File: src/rtl/srdep_pkg.sv
// ----------------------------------------------------------------------------
// srdep_pkg
// Shared types, constants and controller commands for the sparse row projector.
// ----------------------------------------------------------------------------
package srdep_pkg;

  localparam int unsigned VoxelCountDefault = 65536;
  localparam int unsigned AccWidth = 40;
  localparam int unsigned RowWidth = 24;
  localparam int unsigned QWidth = 32;  // Q2.30 working word
  localparam int unsigned ExpSteps = 12;

  typedef enum logic [1:0] {
    ACT_WRITE = 2'd0,
    ACT_TERM  = 2'd1,
    ACT_CLOSE = 2'd2,
    ACT_NOP   = 2'd3
  } action_t;

  typedef struct packed {
    logic [1:0]  action;
    logic [15:0] voxel_index;
    logic [15:0] voxel_value;
    logic [15:0] weight;
    logic        end_of_row;
  } in_item_t;

  typedef struct packed {
    logic [16:0] transmission;
    logic [23:0] row_number;
    logic        sum_saturated;
  } out_item_t;

  typedef enum logic [3:0] {
    ST_IDLE,
    ST_READ,     // image read in flight
    ST_MUL,      // product registered
    ST_ACC,      // accumulate, maybe close
    ST_EXP_INIT,
    ST_HORNER_M, // y*p
    ST_HORNER_D, // (y*p)/k, p update
    ST_SQ_M,
    ST_SQ_R,
    ST_OUT
  } state_t;

  typedef struct packed {
    logic write_voxel;
    logic read_voxel;
    logic mul;
    logic acc;
    logic exp_init;
    logic horner_mul;
    logic horner_div;
    logic sq_mul;
    logic sq_round;
    logic out_load;
  } cmd_t;

  typedef struct packed {
    logic close_pending;
    logic k_last;
    logic sq_last;
  } status_t;

  // reciprocal of k (1 to 12) in Q1.32, rounded up
  function automatic logic [32:0] recip(input logic [3:0] k);
    logic [32:0] r;
    begin
      case (k)
        4'd1:    r = 33'h1_0000_0000;
        4'd2:    r = 33'h0_8000_0000;
        4'd3:    r = 33'h0_5555_5556;
        4'd4:    r = 33'h0_4000_0000;
        4'd5:    r = 33'h0_3333_3334;
        4'd6:    r = 33'h0_2AAA_AAAB;
        4'd7:    r = 33'h0_2492_4925;
        4'd8:    r = 33'h0_2000_0000;
        4'd9:    r = 33'h0_1C71_C71D;
        4'd10:   r = 33'h0_1999_999A;
        4'd11:   r = 33'h0_1745_D175;
        4'd12:   r = 33'h0_1555_5556;
        default: r = 33'h1_0000_0000;
      endcase
      return r;
    end
  endfunction

endpackage

File: src/rtl/srdep_ctrl.sv
// ----------------------------------------------------------------------------
// srdep_ctrl
// Sequencer: steps one request through gather, accumulate and exp evaluation.
// ----------------------------------------------------------------------------
module srdep_ctrl (
  input  logic                clk,
  input  logic                rst,
  input  logic                in_valid,
  input  logic [1:0]          in_action,
  output logic                in_ready,
  input  logic                out_pending,
  input  srdep_pkg::status_t  status,
  output srdep_pkg::cmd_t     cmd
);

  srdep_pkg::state_t state, state_next;

  always_ff @(posedge clk) begin
    if (rst) begin
      state <= srdep_pkg::ST_IDLE;
    end else begin
      state <= state_next;
    end
  end

  always_comb begin
    state_next = state;
    cmd = '0;
    in_ready = 1'b0;
    unique case (state)
      srdep_pkg::ST_IDLE: begin
        in_ready = 1'b1;
        if (in_valid) begin
          case (in_action)
            srdep_pkg::ACT_WRITE: cmd.write_voxel = 1'b1;
            srdep_pkg::ACT_TERM: begin
              cmd.read_voxel = 1'b1;
              state_next = srdep_pkg::ST_READ;
            end
            srdep_pkg::ACT_CLOSE: begin
              cmd.exp_init = 1'b1;
              state_next = srdep_pkg::ST_HORNER_M;
            end
            default: ;
          endcase
        end
      end
      srdep_pkg::ST_READ: begin
        cmd.mul = 1'b1;
        state_next = srdep_pkg::ST_MUL;
      end
      srdep_pkg::ST_MUL: begin
        cmd.acc = 1'b1;
        state_next = srdep_pkg::ST_ACC;
      end
      srdep_pkg::ST_ACC: begin
        if (status.close_pending) begin
          cmd.exp_init = 1'b1;
          state_next = srdep_pkg::ST_HORNER_M;
        end else begin
          state_next = srdep_pkg::ST_IDLE;
        end
      end
      srdep_pkg::ST_EXP_INIT: state_next = srdep_pkg::ST_HORNER_M;
      srdep_pkg::ST_HORNER_M: begin
        cmd.horner_mul = 1'b1;
        state_next = srdep_pkg::ST_HORNER_D;
      end
      srdep_pkg::ST_HORNER_D: begin
        cmd.horner_div = 1'b1;
        state_next = status.k_last ? srdep_pkg::ST_SQ_M : srdep_pkg::ST_HORNER_M;
      end
      srdep_pkg::ST_SQ_M: begin
        cmd.sq_mul = 1'b1;
        state_next = srdep_pkg::ST_SQ_R;
      end
      srdep_pkg::ST_SQ_R: begin
        cmd.sq_round = 1'b1;
        state_next = status.sq_last ? srdep_pkg::ST_OUT : srdep_pkg::ST_SQ_M;
      end
      srdep_pkg::ST_OUT: begin
        if (!out_pending) begin
          cmd.out_load = 1'b1;
          state_next = srdep_pkg::ST_IDLE;
        end
      end
      default: state_next = srdep_pkg::ST_IDLE;
    endcase
  end

endmodule

File: config.mk
export PLATFORM = sky130hd
export DESIGN_NAME = srdep_ctrl
export DESIGN_NICKNAME = d
export VERILOG_FILES = /design/src/rtl/srdep_pkg.sv /design/src/rtl/srdep_ctrl.sv
export SDC_FILE = /design/constraint.sdc
export NUM_CORES = 1
export LEC_CHECK = 0
export ABC_CLOCK_PERIOD_IN_PS = 2370
export BUFFER_PORTS_ARGS = -buffer_cell sky130_fd_sc_hd__clkbuf_2
export CAP_MARGIN = 20
export CORE_AREA = 2 2 39 41
export CTS_CLUSTER_DIAMETER = 150
export DETAILED_ROUTE_END_ITERATION = 16
export DIE_AREA = 0 0 41 43
export PLACE_DENSITY = 0.64
export SYNTH_ARGS = -nofsm -noshare
export SYNTH_HDL_FRONTEND = slang
export SYNTH_SLANG_ARGS = --single-unit
File: constraint.sdc
create_clock -name clk -period 2.37 [get_ports clk]
set_input_delay 0.237 -clock clk [delete_from_list [all_inputs] [get_ports clk]]
set_output_delay 0.237 -clock clk [all_outputs]
set_load 0.05 [all_outputs]
==> results of run 1 <==
## layout by cell type, fill, tap and decap left out, types with 2 or more instances in the layout
master / synthesis / final
o21bai_1: 2 / 2
a21oi_1: 2 / 2
nor3b_1: 3 / 3
a31oi_1: 2 / 2
nand2_1: 5 / 5
nor2_1: 7 / 7
nand2b_1: 4 / 4
clkbuf_2: 0 / 19
clkbuf_4: 0 / 3
dfxtp_1: 4 / 4
nor2b_1: 4 / 4
nor3_1: 7 / 7
## power by group through the flow
stage               combinational (mW)  sequential (mW)  clock, mW
floorplan                        0.226           0.0969          0
global placement                 0.239            0.127          0
detailed placement               0.239            0.128          0
CTS                              0.240            0.127     0.0868
global route                     0.262            0.131     0.0923
finish                           0.237            0.126     0.0831
## worst min path at each step
stage	slack, ns	cells after the start	endpoint
after detailed placement	0.46	2	state[1]$_SDFFE_PP0P_
after global placement	0.46	2	state[1]$_SDFFE_PP0P_
final	0.22	2	state[1]$_SDFFE_PP0P_
after CTS	0.22	2	state[1]$_SDFFE_PP0P_
after floorplan	0.31	1	state[0]$_SDFFE_PP0P_
after global routing	0.22	2	state[1]$_SDFFE_PP0P_
## stage by stage
stage / util (%) / instance area, µm² / std cells
4_1_cts: 37.2 / 514 / 88
2_1_floorplan: - / 409 / 54
5_1_grt: 37.2 / 514 / 88
3_3_place_gp: 35.5 / 492 / 85
3_5_place_dp: 35.5 / 492 / 85
6_report: 37.2 / 514 / 88
## critical path, stage by stage (launching register included)
cell	delay [ns]
dfxtp_1	0.46
nor3b_1	0.34
a32oi_1	0.08
nor3_1	0.15
clkbuf_2	0.30
## per-layer routing
layer  global-route usage [%]  vias up  share of wire (%)
met1                     17.0      212                 44
met3                     1.57        2                4.3
met5                        0        -                  0
met2                     22.5       14                 50
li1                         -      237                  -
met4                     6.00        0                1.7
## layout make-up
cell class              instances  area, µm²
multi-input cells              46        297
clock buffers                   3       22.5
well taps                      16       20.0
flip-flops and latches          4       80.1
repair buffers                 19       95.1
fillers                       162        870
## cell families after synthesis
group	after synthesis	share of synthesized area [%]
flops	4	20.0
buf+inv	4	8.12
mux	1	2.81
xor+xnor	1	2.19
simple gates	33	46.9
compound gates	11	20.0
==> results.py, run 1 <==
metrics = {
    "cts": {
        "cts.sinks": 4,
        "clockBufferDepth": 2,
        "cts.htree.levels": 1,
        "cts_resized": 0,
        "cts_root_buf": "clkbuf_4",
        "postCtsSetupRepairBufs": 0,
        "clk_latency_ns": 0.23,
        "clkSlewWorstSetupHoldPaths_ns": 0.04,
        "cts_buffers": 3,
        "hold_buffers": 0,
        "cts_tree": "yes",
    },
    "cells_and_area": {
        "area_growth_pct": 28.4,
        "drive_gt1_share_pct": 33.3,
        "top_regs": "state x4",
        "regMostFlops": "state",
        "largest_register_ffs": 4,
        "antenna_cells": 0,
        "fin_nets": 83,
    },
    "critical_path": {
        "cp_data_arrival_time_ns": 1.57,
        "r2r_setup_slack_ns": 1.00,
        "endpoint_kind": "primary output",
        "crit_fanout": 15,
        "r2r_cells": 3,
        "endpoint": "cmd[5]",
        "worst-setup-path-type": "reg -> out",
        "reg2reg_to": "state[3]$_SDFFE_PP0P_",
        "critPathLaunchType": "flip-flop",
        "startpoint": "state[0]$_SDFFE_PP0P_",
        "critPathRequiredTime_ns": 2.13,
        "r2r_start": "state[0]$_SDFFE_PP0P_",
    },
    "die": {
        "rows": 14,
        "initial_core_util_pct": 28.9,
        "fp.dieW_um": 41,
        "io_pins": 20,
        "die_h_um": 43,
        "dieArea_um2": 1760,
        "core_um2": 1380,
    },
    "drt": {
        "drt_wl_total_um": 1030,
        "drc": 0,
        "drtIter0Drc": 7,
        "antenna_left": 0,
        "vias": 465,
        "wl_per_cell_um": 11.7,
        "dr.pass1.iters": 4,
        "viasPerCell": 5.28,
    },
    "synth": {
        "synth-seq-area-share_pct": 20.0,
        "synth.distinct_cells": 22,
        "avgSynthCellArea_um2": 7.41,
        "synth_nets": 63,
        "synth_area_um2": 400,
        "synth_edf_count": 0,
        "synthCells": 54,
        "ys_ff_latch": 4,
        "synth_top_area_share_pct": 20.0,
        "synth_area_leaders": "dfxtp_1, nor3_1, nor2_1",
        "synthFlopType": "dfxtp_1",
        "synth_warnings": 0,
        "async_flop_share_pct": 0,
        "synthTopCellsByCount": "nor2_1, nor3_1, nand2_1",
        "yosysTopAreaCell": "dfxtp_1",
    },
    "timing": {
        "period_needed_ns": 1.81,
        "finalSetupViolations": 0,
        "skew_ns": 0.000861,
        "tns_ns": 0,
        "slew_violations": 0,
        "setup_slack_ns": 0.560,
        "relSlewSlack_pct": 64.6,
        "fmax_mhz": 552,
        "rsz0062_at_grt": "no",
        "hold_ws_ns": 0.218,
        "min_period_over_period_pct": 76.4,
        "worst_pin_slew_ns": 0.530,
        "hold_violations": 0,
    },
    "power": {
        "p_seq_share_pct": 28.3,
        "p_total_uw": 446,
        "combPwrFrac_pct": 53.1,
        "p_sw_uw": 228,
        "p_int_uw": 218,
        "pwr-share-clk_pct": 18.6,
        "max-vdd-ir-drop_uv": 292,
        "leakage_nw": 0.226,
        "p_sw_share_pct": 51.2,
        "p_per_area_nw_per_um2": 868,
    },
    "place": {
        "pre_cts_ws_ns": 0.781,
        "numPortBuffers": 19,
        "hpwlAfterDp_um": 787,
        "place_congestion": 0.809,
    },
    "global_routing": {
        "grt_pass1_vias": 415,
        "antenna_found_initial": 0,
        "grt_pass1_wl_um": 1710,
        "grt_usage_pct": 13.7,
        "grt_max_degree": 16,
        "grt_overflow": 0,
    },
    "min_path": {
        "min-delay-start": "rst",
        "hp-class": "in -> reg",
    },
    "run_status": {
        "outcome": "finished, final reports clean",
    },
    "run": {
        "maxCapViolations": 0,
    },
}
Note: power is estimated with default switching activity, not from simulation.
==> run 2, diff against run 1 <==
--- a/config.mk
+++ b/config.mk
@@ -5,7 +5,7 @@
 export SDC_FILE = /design/constraint.sdc
 export NUM_CORES = 1
 export LEC_CHECK = 0
-export ABC_CLOCK_PERIOD_IN_PS = 2370
+export ABC_CLOCK_PERIOD_IN_PS = 1700
 export BUFFER_PORTS_ARGS = -buffer_cell sky130_fd_sc_hd__clkbuf_2
 export CAP_MARGIN = 20
 export CORE_AREA = 2 2 39 41
==> constraint.sdc (replaced) <==
create_clock -name clk -period 1.7 [get_ports clk]
set_input_delay 0.17 -clock clk [delete_from_list [all_inputs] [get_ports clk]]
set_output_delay 0.17 -clock clk [all_outputs]
set_load 0.05 [all_outputs]
==> results.py, run 2 (same netlist as run 1, synthesis figures left out) <==
metrics = {
    "run_status": {
        "outcome": "finished, final reports clean",
    },
    "drt": {
        "wl_per_cell_um": 10.5,
        "vias": 466,
        "drt_wl_total_um": 960,
        "dr.pass1.iters": 3,
        "drtIter0Drc": 5,
        "viasPerCell": 5.12,
        "antenna_left": 0,
        "drc": 0,
    },
    "cts": {
        "hold_buffers": 0,
        "cts_tree": "yes",
        "cts_root_buf": "clkbuf_4",
        "clk_latency_ns": 0.23,
        "clockBufferDepth": 2,
        "cts.htree.levels": 1,
        "clkSlewWorstSetupHoldPaths_ns": 0.04,
        "cts_buffers": 3,
        "cts.sinks": 4,
    },
    "power": {
        "combPwrFrac_pct": 59.0,
        "leakage_nw": 0.247,
        "p_sw_share_pct": 49.8,
        "max-vdd-ir-drop_uv": 507,
        "p_per_area_nw_per_um2": 1150,
        "p_int_uw": 324,
        "p_seq_share_pct": 23.5,
        "pwr-share-clk_pct": 17.5,
        "p_total_uw": 645,
        "p_sw_uw": 321,
    },
    "critical_path": {
        "cp_data_arrival_time_ns": 1.43,
        "critPathLaunchType": "flip-flop",
        "endpoint_kind": "primary output",
        "cpMaxStageDelayCell": "dfxtp_1",
        "critPathRequiredTime_ns": 1.53,
        "cp.buffers_inverters": 1,
        "r2r_setup_slack_ns": 0.39,
        "path_cells": "nor4_4 > and4bb_4 > clkbuf_2",
        "crit_fanout": 7,
        "worst-setup-path-type": "reg -> out",
        "cp_top_family": "simple AND/OR/NAND/NOR gates",
        "crit_path_max_incr_delay_ns": 0.38,
    },
    "die": {
        "core_um2": 1380,
        "io_pins": 20,
        "dieArea_um2": 1760,
        "initial_core_util_pct": 28.9,
        "die_h_um": 43,
        "rows": 14,
        "fp.dieW_um": 41,
    },
    "global_routing": {
        "grt.busiest_layer": "met2",
        "grt_pass1_wl_um": 1500,
        "antenna_found_initial": 0,
        "met3_usage_pct": 1.57,
        "met1_usage_pct": 14.2,
        "grt_usage_pct": 12.1,
        "grt_overflow": 0,
        "grt_max_degree": 16,
        "grt_util_met2_pct": 20.0,
        "grt_pass1_vias": 404,
    },
    "timing": {
        "hold_violations": 0,
        "skew_ns": 0.000299,
        "worst_pin_slew_ns": 0.302,
        "tns_ns": 0,
        "rsz0062_at_grt": "no",
        "fmax_mhz": 625,
        "finalSetupViolations": 0,
        "min_period_over_period_pct": 94.1,
        "slew_violations": 0,
        "period_needed_ns": 1.60,
        "relSlewSlack_pct": 79.9,
    },
    "cells_and_area": {
        "final_core_util_pct": 40.4,
        "area_growth_pct": 39.7,
        "antenna_cells": 0,
        "drive_gt1_share_pct": 42.7,
        "top_regs": "state x4",
        "fin_nets": 86,
        "regMostFlops": "state",
        "final_cell_mix": "clkbuf_2, nor2_1, nor3_1, nand2_1",
        "design_area_um2": 559,
        "stdcell_count": 91,
        "layout_commonest_cell": "clkbuf_2",
        "largest_register_ffs": 4,
    },
    "run": {
        "maxCapViolations": 0,
    },
    "place": {
        "dpl.cell_count": 88,
        "numPortBuffers": 19,
        "place_congestion": 0.669,
        "hpwlAfterDp_um": 775,
        "place_area_um2": 528,
    },
    "min_path": {
        "hp-class": "in -> reg",
    },
}
[run 2: cell count changes in the layout (fill, tap and decap cells not counted), sizes merged]
cell / delta
buf: +3
[run 2: layout make-up]
class                   count  area, µm²
multi-input cells          46        315
clock buffers               3       22.5
repair buffers             22        120
well taps                  16       20.0
fillers                   155        825
flip-flops and latches      4       81.3
[run 2: stage by stage]
stage / setup slack (ns) / hold slack (ns)
finish: 0.100 / 0.145
global route: 0.00848 / 0.158
CTS: 0.00535 / 0.154
detailed placement: 0.219 / 0.399
global placement: 0.280 / 0.392
floorplan: -0.226 / 0.239
[run 2: path summary, 6_finish.rpt]
path,start,to,depth (start not counted)
hold / removal,rst,state[0]$_SDFFE_PP0P_,2
setup reg to reg,state[2]$_SDFFE_PP0P_,state[2]$_SDFFE_PP0P_,5
setup / recovery,state[3]$_SDFFE_PP0P_,cmd[9],3
hold reg to reg,state[3]$_SDFFE_PP0P_,state[3]$_SDFFE_PP0P_,2
[run 2: per-layer routing]
metal	up-vias	wire length (µm)
met5	-	0
met4	0	0
met3	0	31
met2	8	490
met1	218	437
li1	240	-
[run 2: repair_timing]
action,CTS,global route
setup buffers,0,0
gates resized for setup,1,2
setup endpoints to repair,1,7
[run 2: worst register-to-register path, cell delays in order, from the launching register on]
cell and delay [ns]:
dfxtp_1 0.32, buf_4 0.18, nor2_1 0.20, nand2_1 0.08, a221o_1 0.36, a21oi_2 0.11
[run 2: power by group through the flow]
stage	clock network [mW]	registers, mW	logic [mW]
floorplan	0	0.135	0.322
global placement	0	0.149	0.379
detailed placement	0	0.150	0.382
CTS	0.120	0.148	0.384
global route	0.122	0.156	0.413
finish	0.113	0.152	0.381
